==> src/phrd_pkg.sv <==
// ----------------------------------------------------------------------------
// phrd_pkg
// Shared widths, codes and types of the PPG heart rate detector.
// ----------------------------------------------------------------------------
package phrd_pkg;

    localparam int IR_W       = 18;
    localparam int TIME_W     = 32;
    localparam int THR_W      = 18;
    localparam int IVL_W      = 12;
    localparam int DC_W       = 19;
    localparam int AC_W       = 20;
    localparam int WAVE_W     = 14;
    localparam int RATE_W     = 16;
    localparam int DIV_W      = 16;
    localparam int CFG_IDX_W  = 2;
    localparam int CFG_DATA_W = 18;
    localparam int S_DATA_W   = 56;
    localparam int M_DATA_W   = 40;

    localparam logic [RATE_W-1:0]      RATE_NUMERATOR = 16'd60000;
    localparam logic signed [AC_W-1:0] WAVE_LIMIT     = 20'sd4096;

    typedef enum logic [CFG_IDX_W-1:0] {
        REG_FINGER_THR = 2'd0,
        REG_AMP_THR    = 2'd1,
        REG_MIN_IVL    = 2'd2,
        REG_MAX_IVL    = 2'd3
    } cfg_reg_t;

    typedef enum logic [2:0] {
        ST_IDLE,
        ST_DC,
        ST_BEAT,
        ST_SUM,
        ST_DIV_MEAN,
        ST_DIV_RATE,
        ST_DONE
    } state_t;

    typedef struct packed {
        logic             clear;
        logic             push;
        logic [IVL_W-1:0] data;
    } ring_cmd_t;

endpackage

==> src/phrd_div.sv <==
// ----------------------------------------------------------------------------
// phrd_div
// Restoring divider, one quotient bit per cycle, shared by the mean and
// rate calculations.
// ----------------------------------------------------------------------------
module phrd_div (
    input  logic                       clk,
    input  logic                       rst_n,
    input  logic                       start,
    input  logic [phrd_pkg::DIV_W-1:0] dividend,
    input  logic [phrd_pkg::DIV_W-1:0] divisor,
    output logic                       done,
    output logic [phrd_pkg::DIV_W-1:0] quotient
);
    import phrd_pkg::*;

    localparam int CNT_W = $clog2(DIV_W);

    logic             busy_reg;
    logic             done_reg;
    logic [CNT_W-1:0] cnt_reg;
    logic [DIV_W:0]   rem_reg;
    logic [DIV_W:0]   rem_next;
    logic [DIV_W-1:0] quo_reg;
    logic [DIV_W-1:0] quo_next;
    logic [DIV_W-1:0] dvs_reg;
    logic [DIV_W:0]   shifted;
    logic [DIV_W:0]   diff;

    always_comb
    begin
        shifted = {rem_reg[DIV_W-1:0], quo_reg[DIV_W-1]};
        diff    = shifted - {1'b0, dvs_reg};
        if (!diff[DIV_W])
        begin
            rem_next = diff;
            quo_next = {quo_reg[DIV_W-2:0], 1'b1};
        end
        else
        begin
            rem_next = shifted;
            quo_next = {quo_reg[DIV_W-2:0], 1'b0};
        end
    end

    always_ff @(posedge clk or negedge rst_n)
    begin
        if (!rst_n)
        begin
            busy_reg <= 1'b0;
            done_reg <= 1'b0;
            cnt_reg  <= '0;
        end
        else
        begin
            done_reg <= 1'b0;
            if (start)
            begin
                busy_reg <= 1'b1;
                cnt_reg  <= CNT_W'(DIV_W - 1);
            end
            else if (busy_reg)
            begin
                if (cnt_reg == '0)
                begin
                    busy_reg <= 1'b0;
                    done_reg <= 1'b1;
                end
                else
                begin
                    cnt_reg <= cnt_reg - 1'b1;
                end
            end
        end
    end

    always_ff @(posedge clk)
    begin
        if (start)
        begin
            rem_reg <= '0;
            quo_reg <= dividend;
            dvs_reg <= divisor;
        end
        else if (busy_reg)
        begin
            rem_reg <= rem_next;
            quo_reg <= quo_next;
        end
    end

    assign done     = done_reg;
    assign quotient = quo_reg;

endmodule

==> src/phrd_ring.sv <==
// ----------------------------------------------------------------------------
// phrd_ring
// Ring of the most recent beat intervals with write pointer and fill count.
// ----------------------------------------------------------------------------
module phrd_ring #(
    parameter int SLOTS  = 4,
    parameter int SLOT_W = (SLOTS > 1) ? $clog2(SLOTS) : 1,
    parameter int CNT_W  = $clog2(SLOTS + 1)
) (
    input  logic                       clk,
    input  logic                       rst_n,
    input  phrd_pkg::ring_cmd_t        cmd,
    input  logic [SLOT_W-1:0]          rd_idx,
    output logic [phrd_pkg::IVL_W-1:0] rd_data,
    output logic [CNT_W-1:0]           count
);
    import phrd_pkg::*;

    logic [IVL_W-1:0]  store_reg [SLOTS];
    logic [SLOT_W-1:0] slot_reg;
    logic [SLOT_W-1:0] slot_next;
    logic [CNT_W-1:0]  count_reg;
    logic [CNT_W-1:0]  count_next;

    always_comb
    begin
        slot_next  = slot_reg;
        count_next = count_reg;
        if (cmd.clear)
        begin
            slot_next  = '0;
            count_next = '0;
        end
        else if (cmd.push)
        begin
            slot_next = (slot_reg == SLOT_W'(SLOTS - 1)) ? '0 : slot_reg + 1'b1;
            if (count_reg != CNT_W'(SLOTS))
                count_next = count_reg + 1'b1;
        end
    end

    always_ff @(posedge clk or negedge rst_n)
    begin
        if (!rst_n)
        begin
            slot_reg  <= '0;
            count_reg <= '0;
        end
        else
        begin
            slot_reg  <= slot_next;
            count_reg <= count_next;
        end
    end

    always_ff @(posedge clk)
    begin
        if (cmd.push && !cmd.clear)
            store_reg[slot_reg] <= cmd.data;
    end

    assign rd_data = store_reg[rd_idx];
    assign count   = count_reg;

endmodule

==> src/ppg_heart_rate_detector.sv <==
// ----------------------------------------------------------------------------
// ppg_heart_rate_detector
// Finger detect, DC removal, threshold beat detection and heart rate from
// the mean of the last beat intervals.
// ----------------------------------------------------------------------------
// Channel   Dir  Signals                         Beat
// s_*       in   s_tvalid s_tready s_tdata[55:0]  one IR sample with timestamp
// m_*       out  m_tvalid m_tready m_tdata[39:0]  one detector result
// cfg_*     in   cfg_we cfg_index cfg_data        one register write
//
// Finger, no rate update: idle, DC, beat and done states; no finger: idle, DC, done.
// A rate update adds a summing pass over the stored intervals and two divider
// passes, mean then rate (a zero mean skips the second).
// A full result register holds the sequencer until m_tready; s_tready is
// low while a sample is in work. Reset is asynchronous; no clearing pass.
// ----------------------------------------------------------------------------
module ppg_heart_rate_detector #(
    parameter int INTERVAL_SLOTS = 4
) (
    input  logic                            clk,
    input  logic                            rst_n,
    input  logic                            s_tvalid,
    output logic                            s_tready,
    // ir_sample[17:0], sample_time_ms[49:18], zero pad
    input  logic [phrd_pkg::S_DATA_W-1:0]   s_tdata,
    output logic                            m_tvalid,
    input  logic                            m_tready,
    // finger_present[0], beat_detected[1], rate_updated[2],
    // heart_rate[18:3], wave_value[32:19], zero pad
    output logic [phrd_pkg::M_DATA_W-1:0]   m_tdata,
    input  logic                            cfg_we,
    input  logic [phrd_pkg::CFG_IDX_W-1:0]  cfg_index,
    input  logic [phrd_pkg::CFG_DATA_W-1:0] cfg_data
);
    import phrd_pkg::*;

    localparam int SLOT_W = (INTERVAL_SLOTS > 1) ? $clog2(INTERVAL_SLOTS) : 1;
    localparam int CNT_W  = $clog2(INTERVAL_SLOTS + 1);
    localparam int SUM_W  = IVL_W + $clog2(INTERVAL_SLOTS);

    state_t state_reg;
    state_t state_next;

    logic [THR_W-1:0]  finger_thr_reg;
    logic [THR_W-1:0]  amp_thr_reg;
    logic [IVL_W-1:0]  min_ivl_reg;
    logic [IVL_W-1:0]  max_ivl_reg;

    logic [IR_W-1:0]   in_ir_reg;
    logic [TIME_W-1:0] in_time_reg;

    logic signed [DC_W-1:0] dc_reg;
    logic signed [AC_W-1:0] prev_ac_reg;
    logic [TIME_W-1:0]      last_time_reg;
    logic                   armed_reg;
    logic [RATE_W-1:0]      rate_reg;

    logic              finger_reg;
    logic              beat_reg;
    logic              upd_reg;
    logic [WAVE_W-1:0] wave_reg;
    logic [SUM_W-1:0]  sum_reg;
    logic [SLOT_W-1:0] k_reg;

    logic              m_tvalid_reg;
    logic [M_DATA_W-1:0] m_tdata_reg;

    logic                   no_finger;
    logic signed [AC_W-1:0] ir_s;
    logic signed [AC_W-1:0] base;
    logic signed [AC_W-1:0] delta;
    logic signed [AC_W-1:0] dc_upd;
    logic signed [AC_W-1:0] ac;
    logic signed [AC_W-1:0] amp_s;
    logic                   crossing;
    logic [TIME_W-1:0]      dt;
    logic                   in_range;
    logic                   rate_push;
    logic [WAVE_W-1:0]      wave_calc;
    logic [SUM_W-1:0]       sum_add;
    logic                   sum_last;
    logic                   out_free;
    logic                   out_load;

    ring_cmd_t         ring_cmd;
    logic [IVL_W-1:0]  ring_data;
    logic [CNT_W-1:0]  ring_count;

    logic              div_start;
    logic [DIV_W-1:0]  div_dividend;
    logic [DIV_W-1:0]  div_divisor;
    logic              div_done;
    logic [DIV_W-1:0]  div_quot;

    phrd_ring #(
        .SLOTS  (INTERVAL_SLOTS),
        .SLOT_W (SLOT_W),
        .CNT_W  (CNT_W)
    ) u_ring (
        .clk     (clk),
        .rst_n   (rst_n),
        .cmd     (ring_cmd),
        .rd_idx  (k_reg),
        .rd_data (ring_data),
        .count   (ring_count)
    );

    phrd_div u_div (
        .clk      (clk),
        .rst_n    (rst_n),
        .start    (div_start),
        .dividend (div_dividend),
        .divisor  (div_divisor),
        .done     (div_done),
        .quotient (div_quot)
    );

    // datapath
    always_comb
    begin
        no_finger = in_ir_reg < finger_thr_reg;
        ir_s      = $signed({{(AC_W - IR_W){1'b0}}, in_ir_reg});
        base      = (dc_reg == '0) ? ir_s : AC_W'(dc_reg);
        delta     = ir_s - base;
        dc_upd    = base + (delta >>> 5);
        ac        = ir_s - AC_W'(dc_reg);
        amp_s     = $signed({{(AC_W - THR_W){1'b0}}, amp_thr_reg});
        crossing  = (ac > amp_s) && (prev_ac_reg <= amp_s);
        dt        = in_time_reg - last_time_reg;
        in_range  = (dt >= TIME_W'(min_ivl_reg)) && (dt <= TIME_W'(max_ivl_reg));
        rate_push = crossing && armed_reg && in_range;
        if (ac > WAVE_LIMIT)
            wave_calc = WAVE_W'(WAVE_LIMIT);
        else if (ac < -WAVE_LIMIT)
            wave_calc = WAVE_W'(-WAVE_LIMIT);
        else
            wave_calc = WAVE_W'(ac);
        sum_add  = sum_reg + SUM_W'(ring_data);
        sum_last = (CNT_W'(k_reg) + 1'b1) == ring_count;
        out_free = !m_tvalid_reg || m_tready;
    end

    // next state
    always_comb
    begin
        state_next = state_reg;
        case (state_reg)
            ST_IDLE:
                if (s_tvalid)
                    state_next = ST_DC;
            ST_DC:
                state_next = no_finger ? ST_DONE : ST_BEAT;
            ST_BEAT:
                state_next = rate_push ? ST_SUM : ST_DONE;
            ST_SUM:
                if (sum_last)
                    state_next = ST_DIV_MEAN;
            ST_DIV_MEAN:
                if (div_done)
                    state_next = (div_quot == '0) ? ST_DONE : ST_DIV_RATE;
            ST_DIV_RATE:
                if (div_done)
                    state_next = ST_DONE;
            ST_DONE:
                if (out_free)
                    state_next = ST_IDLE;
            default:
                state_next = ST_IDLE;
        endcase
    end

    // sequencer outputs
    always_comb
    begin
        s_tready       = state_reg == ST_IDLE;
        ring_cmd.clear = (state_reg == ST_DC) && no_finger;
        ring_cmd.push  = (state_reg == ST_BEAT) && rate_push;
        ring_cmd.data  = dt[IVL_W-1:0];
        div_start      = ((state_reg == ST_SUM) && sum_last)
                      || ((state_reg == ST_DIV_MEAN) && div_done && (div_quot != '0));
        div_dividend   = (state_reg == ST_SUM) ? DIV_W'(sum_add) : RATE_NUMERATOR;
        div_divisor    = (state_reg == ST_SUM) ? DIV_W'(ring_count) : div_quot;
        out_load       = (state_reg == ST_DONE) && out_free;
    end

    always_ff @(posedge clk or negedge rst_n)
    begin
        if (!rst_n)
        begin
            state_reg      <= ST_IDLE;
            finger_thr_reg <= THR_W'(1000);
            amp_thr_reg    <= THR_W'(80);
            min_ivl_reg    <= IVL_W'(333);
            max_ivl_reg    <= IVL_W'(2000);
            dc_reg         <= '0;
            prev_ac_reg    <= '0;
            last_time_reg  <= '0;
            armed_reg      <= 1'b0;
            rate_reg       <= '0;
            m_tvalid_reg   <= 1'b0;
        end
        else
        begin
            state_reg <= state_next;
            if (cfg_we)
            begin
                case (cfg_reg_t'(cfg_index))
                    REG_FINGER_THR: finger_thr_reg <= cfg_data[THR_W-1:0];
                    REG_AMP_THR:    amp_thr_reg    <= cfg_data[THR_W-1:0];
                    REG_MIN_IVL:    min_ivl_reg    <= cfg_data[IVL_W-1:0];
                    REG_MAX_IVL:    max_ivl_reg    <= cfg_data[IVL_W-1:0];
                    default: ;
                endcase
            end
            case (state_reg)
                ST_DC:
                    if (no_finger)
                    begin
                        dc_reg        <= '0;
                        prev_ac_reg   <= '0;
                        last_time_reg <= '0;
                        armed_reg     <= 1'b0;
                        rate_reg      <= '0;
                    end
                    else
                    begin
                        dc_reg <= DC_W'(dc_upd);
                    end
                ST_BEAT:
                begin
                    prev_ac_reg <= ac;
                    if (crossing)
                    begin
                        last_time_reg <= in_time_reg;
                        armed_reg     <= 1'b1;
                    end
                end
                ST_DIV_MEAN:
                    if (div_done && (div_quot == '0))
                        rate_reg <= RATE_NUMERATOR;
                ST_DIV_RATE:
                    if (div_done)
                        rate_reg <= div_quot;
                default: ;
            endcase
            if (out_load)
                m_tvalid_reg <= 1'b1;
            else if (m_tready)
                m_tvalid_reg <= 1'b0;
        end
    end

    always_ff @(posedge clk)
    begin
        if (s_tvalid && s_tready)
        begin
            in_ir_reg   <= s_tdata[IR_W-1:0];
            in_time_reg <= s_tdata[IR_W +: TIME_W];
        end
        case (state_reg)
            ST_DC:
            begin
                finger_reg <= !no_finger;
                beat_reg   <= 1'b0;
                upd_reg    <= 1'b0;
                wave_reg   <= '0;
            end
            ST_BEAT:
            begin
                beat_reg <= crossing;
                upd_reg  <= rate_push;
                wave_reg <= wave_calc;
                sum_reg  <= '0;
                k_reg    <= '0;
            end
            ST_SUM:
            begin
                sum_reg <= sum_add;
                k_reg   <= k_reg + 1'b1;
            end
            default: ;
        endcase
        if (out_load)
            m_tdata_reg <= {{(M_DATA_W - 3 - RATE_W - WAVE_W){1'b0}},
                            wave_reg, rate_reg, upd_reg, beat_reg, finger_reg};
    end

    assign m_tvalid = m_tvalid_reg;
    assign m_tdata  = m_tdata_reg;

endmodule
==> config.mk <==
export PLATFORM = sky130hd
export DESIGN_NAME = ppg_heart_rate_detector
export DESIGN_NICKNAME = d
export VERILOG_FILES = /design/src/phrd_pkg.sv /design/src/phrd_div.sv /design/src/phrd_ring.sv /design/src/ppg_heart_rate_detector.sv
export SDC_FILE = /design/constraint.sdc
export NUM_CORES = 1
export LEC_CHECK = 0
export ABC_AREA = 1
export BUFFER_PORTS_ARGS = -buffer_cell sky130_fd_sc_hd__clkbuf_2
export CAP_MARGIN = 20
export CORE_MARGIN = 1.5
export CORE_UTILIZATION = 40
export CTS_BUF_LIST = sky130_fd_sc_hd__clkbuf_4
export DETAILED_ROUTE_END_ITERATION = 8
export GPL_ROUTABILITY_DRIVEN = 0
export HOLD_SLACK_MARGIN = 0.03
export PLACE_DENSITY = 0.53
export SLEW_MARGIN = 20
export SYNTH_ARGS = -nofsm -noshare
export SYNTH_HDL_FRONTEND = slang
export SYNTH_SLANG_ARGS = --single-unit
==> constraint.sdc <==
create_clock -name clk -period 5.34 [get_ports clk]
set_input_delay 0.534 -clock clk [delete_from_list [all_inputs] [get_ports clk]]
set_output_delay 0.534 -clock clk [all_outputs]
set_load 0.02 [all_outputs]
## Yosys cells after proc, flatten, opt, wreduce, memory -nomap -nowiden

Memory sizes are Yosys's and may differ from the RTL's. A register that Yosys moved wholly into a read port is not among the register bits.
Cells that the tools add are included.

| storage, ports and cells | value |
|---|---|
| register bits | 327 |
| input port bits | 81 |
| memories kept | 1 |
| logic and storage cells | 166 |
| memory bits (writable) | 48 |
| output and inout bits | 42 |

Memories:

| memory | words | bits a word | rd ports | clocked after memory_dff | write ports | RTL line | RTL |
|---|---|---|---|---|---|---|---|
| u_ring.store_reg | 4 | 12 | 1 | 1 | 1 | phrd_ring.sv:19 | `logic [IVL_W-1:0] store_reg [SLOTS];` |

| operators by class | value |
|---|---|
| eq/ne operators | 21 |
| mux-type cells | 56 |
| add/subtract/negate cells | 11 |
| reductions and logical operators | 41 |
| $lt $le $gt $ge | 7 |

Operators with widths:

| operator | count |
|---|---|
| $mux 16 | 7 |
| $mux 32 | 2 |
| $pmux 32 s2 | 1 |
| $pmux 14 s2 | 2 |
| $pmux 16 s3 | 1 |
| $mux 20 | 2 |
| $pmux 20 s2 | 1 |
| $mux 3 | 11 |
| $ge 32x12->1 | 1 |
| $le 32x12->1 | 1 |
| $sub 32x32->32 | 1 |
| $mux 14 | 2 |
| $pmux 3 s7 | 1 |
| $gt 20x14->1 const B | 1 |
| $gt 20x19->1 | 1 |
| $le 20x19->1 | 1 |
| $lt 20x13->1 const B | 1 |
| $sub 19x19->20 | 1 |
| $sub 19x20->20 | 1 |
| $add 19x15->19 | 1 |
| $logic_not 19->1 | 1 |
| $mux 19 | 1 |
| $lt 18x18->1 | 1 |
| $sub 17x16->17 | 1 |
| other kinds (33) | 92 |

## Longest topological paths before layout

| logic depth | value |
|---|---|
| depth in word-level cells | 9 |
| depth in mapped cells | 32 |
| gate-level depth less buffers | 31 |

## Cells and area by module

Synthesis repeated with hierarchy kept, for this count alone.

| second synthesis, totals | value |
|---|---|
| cell total of the unflattened synthesis | 2855 |
| area, all modules | 23323.6 um^2 |

Modules (own cells, without submodules):

| module | cells each | seq. area each (um^2) | times used | area each (um^2) |
|---|---|---|---|---|
| ppg_heart_rate_detector | 2209 | 7310.8 | 1 | 17718.2 |
| phrd_div | 459 | 1431.4 | 1 | 3278.1 |
| phrd_ring | 187 | 1566.5 | 1 | 2327.2 |

## Least setup slack after synthesis

No wires, ideal clock.

| timing path | value |
|---|---|
| path type | reg-to-reg |
| from | register dc_reg[18] |
| to | register dc_reg[15] |
| period minus slack after synthesis | 4.666 ns |
| data arrival time | 4.525 ns |
| stages on the path, launching flop included | 33 |
| data required time | 5.199 ns |
| slack | 0.674 ns |
| setup time | 0.141 ns |
| buffers on the path | 1 |
| cell sequence | dfrtp_1 > inv_2 > nand4_1 > nor3_1 > nand3_1 > clkinv_1 > clkbuf_1 > nand2_1 > nand2_1 > inv_1 > ha_1 > a21oi_1 > nand2_1 > a21oi_1 > inv_1 > a21o_1 > a21oi_1 > o21bai_1 > a31oi_1 > xnor2_1 > ha_1 > nand2_1 > o21ai_0 > a21oi_1 > o21ai_0 > nand2_1 > nand2_1 > nand2_1 > nand2_1 > a21boi_0 > o21ai_0 > xor2_1 > o22ai_1 |

| between the ends | value |
|---|---|
| word-level cells in the longest chain between the ends | 5 |

Ends and longest elaborated chain:

| element | RTL line | RTL |
|---|---|---|
| start, declared | ppg_heart_rate_detector.sv:52 | `logic signed [DC_W-1:0] dc_reg;` |
| start signal, assigned | ppg_heart_rate_detector.sv:227 | `dc_reg <= DC_W'(dc_upd);` |
| $logic_not 19->1 | ppg_heart_rate_detector.sv:123 | `base = (dc_reg == '0) ? ir_s : AC_W'(dc_reg);` |
| $mux 20 * | ppg_heart_rate_detector.sv:123 |  |
| $sub 19x20->20 | ppg_heart_rate_detector.sv:124 | `delta = ir_s - base;` |
| $add 19x15->19 * | ppg_heart_rate_detector.sv:125 | `dc_upd = base + (delta >>> 5);` |
| $mux 19 * | ppg_heart_rate_detector.sv:217 | `if (no_finger)` |

Every way passes the cells marked *; elsewhere a longest branch is shown, timed or not.
A chain may end at the register's enable or synchronous reset.

## Final worst setup path

| timing path | value |
|---|---|
| from | register dc_reg[2] |
| to | register dc_reg[16] |

Same word-level chain as after synthesis.

==> summary.txt <==
Clock network
  • Clock sink total: roughly 380
  • # H-tree levels: 3
  • Clk pin slew, worst setup/hold paths: roughly 0.070 ns
  • Maximum clock path buffer count: 3
  • Clock root cell: clkbuf_4
  • TritonCTS Buffers: about 100
  • TritonCTS clock tree: built
  • Clk_lat worst skew: 0.88 ns

Yosys
  • Area of the mapped netlist: ~0.023 mm^2
  • Netlist cell types: about 70
  • Share of the yosys chip area belonging to registers: a little under half
  • Dominant synthesized flop cell: edfxtp_1
  • Post-Synthesis Mean Instance Area: 8.53 um^2
  • Number of synthesized register bits: between 300 and 400
  • Yosys warnings: 0
  • Syn Inst Count: about 2700
  • EDFF count, synth: 196
  • Async SR Flop Fraction: a little over two fifths

Power
  • Pwr dens: between 500 and 600 mW/mm^2
  • Static Leakage: 12.4 nW
  • Max IR drop VDD: roughly 0.27 mV
  • Overall power: 0.0151 W

Timing
  • RSZ-0062 raised after global routing: no
  • Fin crit share: between 90 and 100%
  • Worst slew margin: 36.0%
  • Worst-margin pin slew: ~0.96 ns
  • Clock skew: a little over 0.07 ns
  • Total negative slack: 0 ns
  • Final setup violation count: 0
  • FMAX: between 200 and 250 MHz
  • Final Hold Vio Count: 0
  • Final min period: between 4 and 5 ns
  • Final Max Slew Viols: 0
  • Final Hold Slack: 0.122 ns

Placed design
  • Cell count after placement: about 3500
  • Port bufs: around 110
  • Detail Placement HPWL: 44.3 mm

Route
  • Residual DRC: 0
  • Total vias in the final route: between 15000 and 20000
  • Routed WL: about 59 mm
  • Highest metal used: met4
  • Vias per cell: slightly below 5
  • DRT iter0 DRCs: approximately 1100
  • Final ANT Viol Nets: 0
  • DR WL met3: around 2.5 mm
  • Wl on met1: between 20 and 30 mm
  • DR WL/cell: about 16 um
  • First drt pass iteration count: 5
  • WL met2: roughly 27 mm

Global routing
  • Overflow after GRT: 0
  • Maximum number of pins on one net before global-route repair: 65
  • Antenna violations before repair: 2
  • Vias in the first global route: between 15000 and 20000
  • Tot GR Track Use: 20.7%
  • First-pass GRT wire length: 94.5 mm

Floorplan
  • Die width: between 200 and 250 um
  • Number of placement rows: 87
  • Die area: between 0.05 and 0.06 mm^2
  • Initial Utilization: between 40% and 50%
  • Die Y-Extent: 241 um
  • Core box area: approximately 0.056 mm^2
  • I/O pin total: ~120

Job
  • Max_cap viols: 0

Cells and area
  • Final Non-Filler Cells: 3785
  • Post-route core utilization: 46.9%
  • Largest register FFs: 48
  • # nets final: between 3000 and 4000
  • Area grow syn2layout: 16.2%
  • Fraction of layout cells with a size suffix above 1: ~14%

Worst setup path
  • Setup crit end kind: register
  • CP most frequent cell: nand2_1
  • Crit path max fanout: 4
  • Critical Path AT: 5.56 ns
  • Critical path class: reg -> reg
  • Slowest-stage cell, CP: dfrtp_1
  • Worst EP required: ~6.1 ns
  • Crit-path max cell delay: around 0.36 ns
  • Worst setup SP type: register

Min path
  • Worst hold path class: in -> reg

Run status
  • Status: finished, final reports clean
==> cell usage in the layout, fill, tap and decap left out, types with 4 or more instances in the layout <==
cell           synthesis  layout
dfstp_2               19      19
nor3_2                 5       6
o211ai_1              17      17
nand2_1              566     566
a21boi_0               6       5
clkbuf_4               0     156
a21o_1                 9       9
a21oi_2                4       6
clkbuf_2               0     108
buf_4                 11      41
dfxtp_1               18      18
fa_1                   5       5
nand4_1               43      43
edfxtp_1             196     196
xnor2_1               24      24
nor2_4                 3       4
xor2_1                49      49
o21bai_1              15      14
nor3_1                21      20
o21ai_0              240     237
a31oi_1                6       6
a21oi_1              177     175
nor2_1               192     189
a211oi_1               4       4
dlygate4sd3_1          0      69
o21ai_1                3       5
nor2_2                20      22
o22ai_1               34      34
conb_1                 1       7
o31ai_1                5       5
dfrtp_1              144     144
inv_2                 14      16
inv_1                413     413
and2_1                 4       4
ha_1                 197     197
clkinv_2               0      12
nand2_2               17      17
clkinv_1               3      26
nand3_1               92      92
==> Yosys cell counts, types with 15 or more instances <==
master    count  area (um^2)
a21oi_1     177          886
clkbuf_1     32          120
dfrtp_1     144         3600
dfstp_2      19          499
dfxtp_1      18          360
edfxtp_1    196         5890
ha_1        197         2460
inv_1       413         1550
nand2_1     566         2120
nand2_2      17          106
nand3_1      92          460
nand4_1      43          269
nor2_1      192          721
nor2_2       20          125
nor3_1       21          105
o211ai_1     17          128
o21ai_0     240         1200
o21bai_1     15          113
o22ai_1      34          213
xnor2_1      24          210
xor2_1       49          429
==> metrics by stage <==
stage                     setup WS [ns]  area, um^2
final                             0.518       26400
after global routing            0.00413       26400
after CTS                         0.377       26300
after detailed placement          0.386       24200
after global placement            0.392       24200
after floorplan                   0.674       22700
==> cells by family after synthesis <==
kind of cell | count (synthesis) | share of synthesized area (%)
adder cells (fa/ha/maj) | 202 | 11.3
AND/OR/NAND/NOR | 983 | 18.6
flip-flops | 377 | 45.6
AO/OA/AOI/OAI | 535 | 13.2
buffers and inverters | 487 | 8.33
XOR/XNOR | 75 | 2.96
other | 1 | 0.0165
==> worst paths after layout <==
kind | start | end | slack, ns | depth (start not counted)
worst max-delay path | dc_reg[2] | dc_reg[16] | 0.52 | 31
worst min-delay path | cfg_data[11] | min_ivl_reg[11] | 0.12 | 3
worst max register to register | dc_reg[2] | dc_reg[16] | 0.52 | 31
worst min register to register | wave_reg[0] | m_tdata[19] | 0.42 | 0
max in group asynchronous | rst_n | min_ivl_reg[9] | 3.87 | 3
min in group asynchronous | rst_n | dc_reg[16] | 0.21 | 2
==> worst max-delay path: cells and delay by family (launching register included) <==
kind            cells  cell delay, ns
xor+xnor            2            0.33
simple gates       11            1.20
compound gates     12            1.79
flops               1            0.36
fa+ha+maj           2            0.64
buf+inv             4            0.37
==> metal layers <==
| metal | track usage [%] | up-vias |
|---|---|---|
| li1 | - | 9450 |
| met1 | 27.8 | 8782 |
| met2 | 33.9 | 408 |
| met3 | 3.58 | 99 |
| met4 | 6.53 | 0 |
| met5 | 0 | - |
==> power breakdown <==
group	internal, W	switching [W]
registers	0.00398	0.000420
clock network	0.00140	0.00129
logic	0.00283	0.00518
total	0.00820	0.00689
==> timing repair <==
| item | CTS | global route |
|---|---|---|
| hold buffers | 69 | 0 |
| buffers inserted | 0 | 4 |
| hold endpoints to repair | 149 | 0 |
| endpoints found under the setup margin | 0 | 6 |
| resized for setup | 0 | 8 |
==> cell type report <==
type / count / area (um^2)
Tap cell: 756 / 946
Timing Repair Buffer: 220 / 1560
Antenna cell: 3 / 7.51
Sequential cell: 377 / 10300
Clock buffer: 156 / 1170
Clock inverter: 41 / 210
Fill cell: 5657 / 29800
Inverter: 430 / 1610
Multi-Input combinational cell: 1802 / 10500
(Power assumes the default switching activity.)
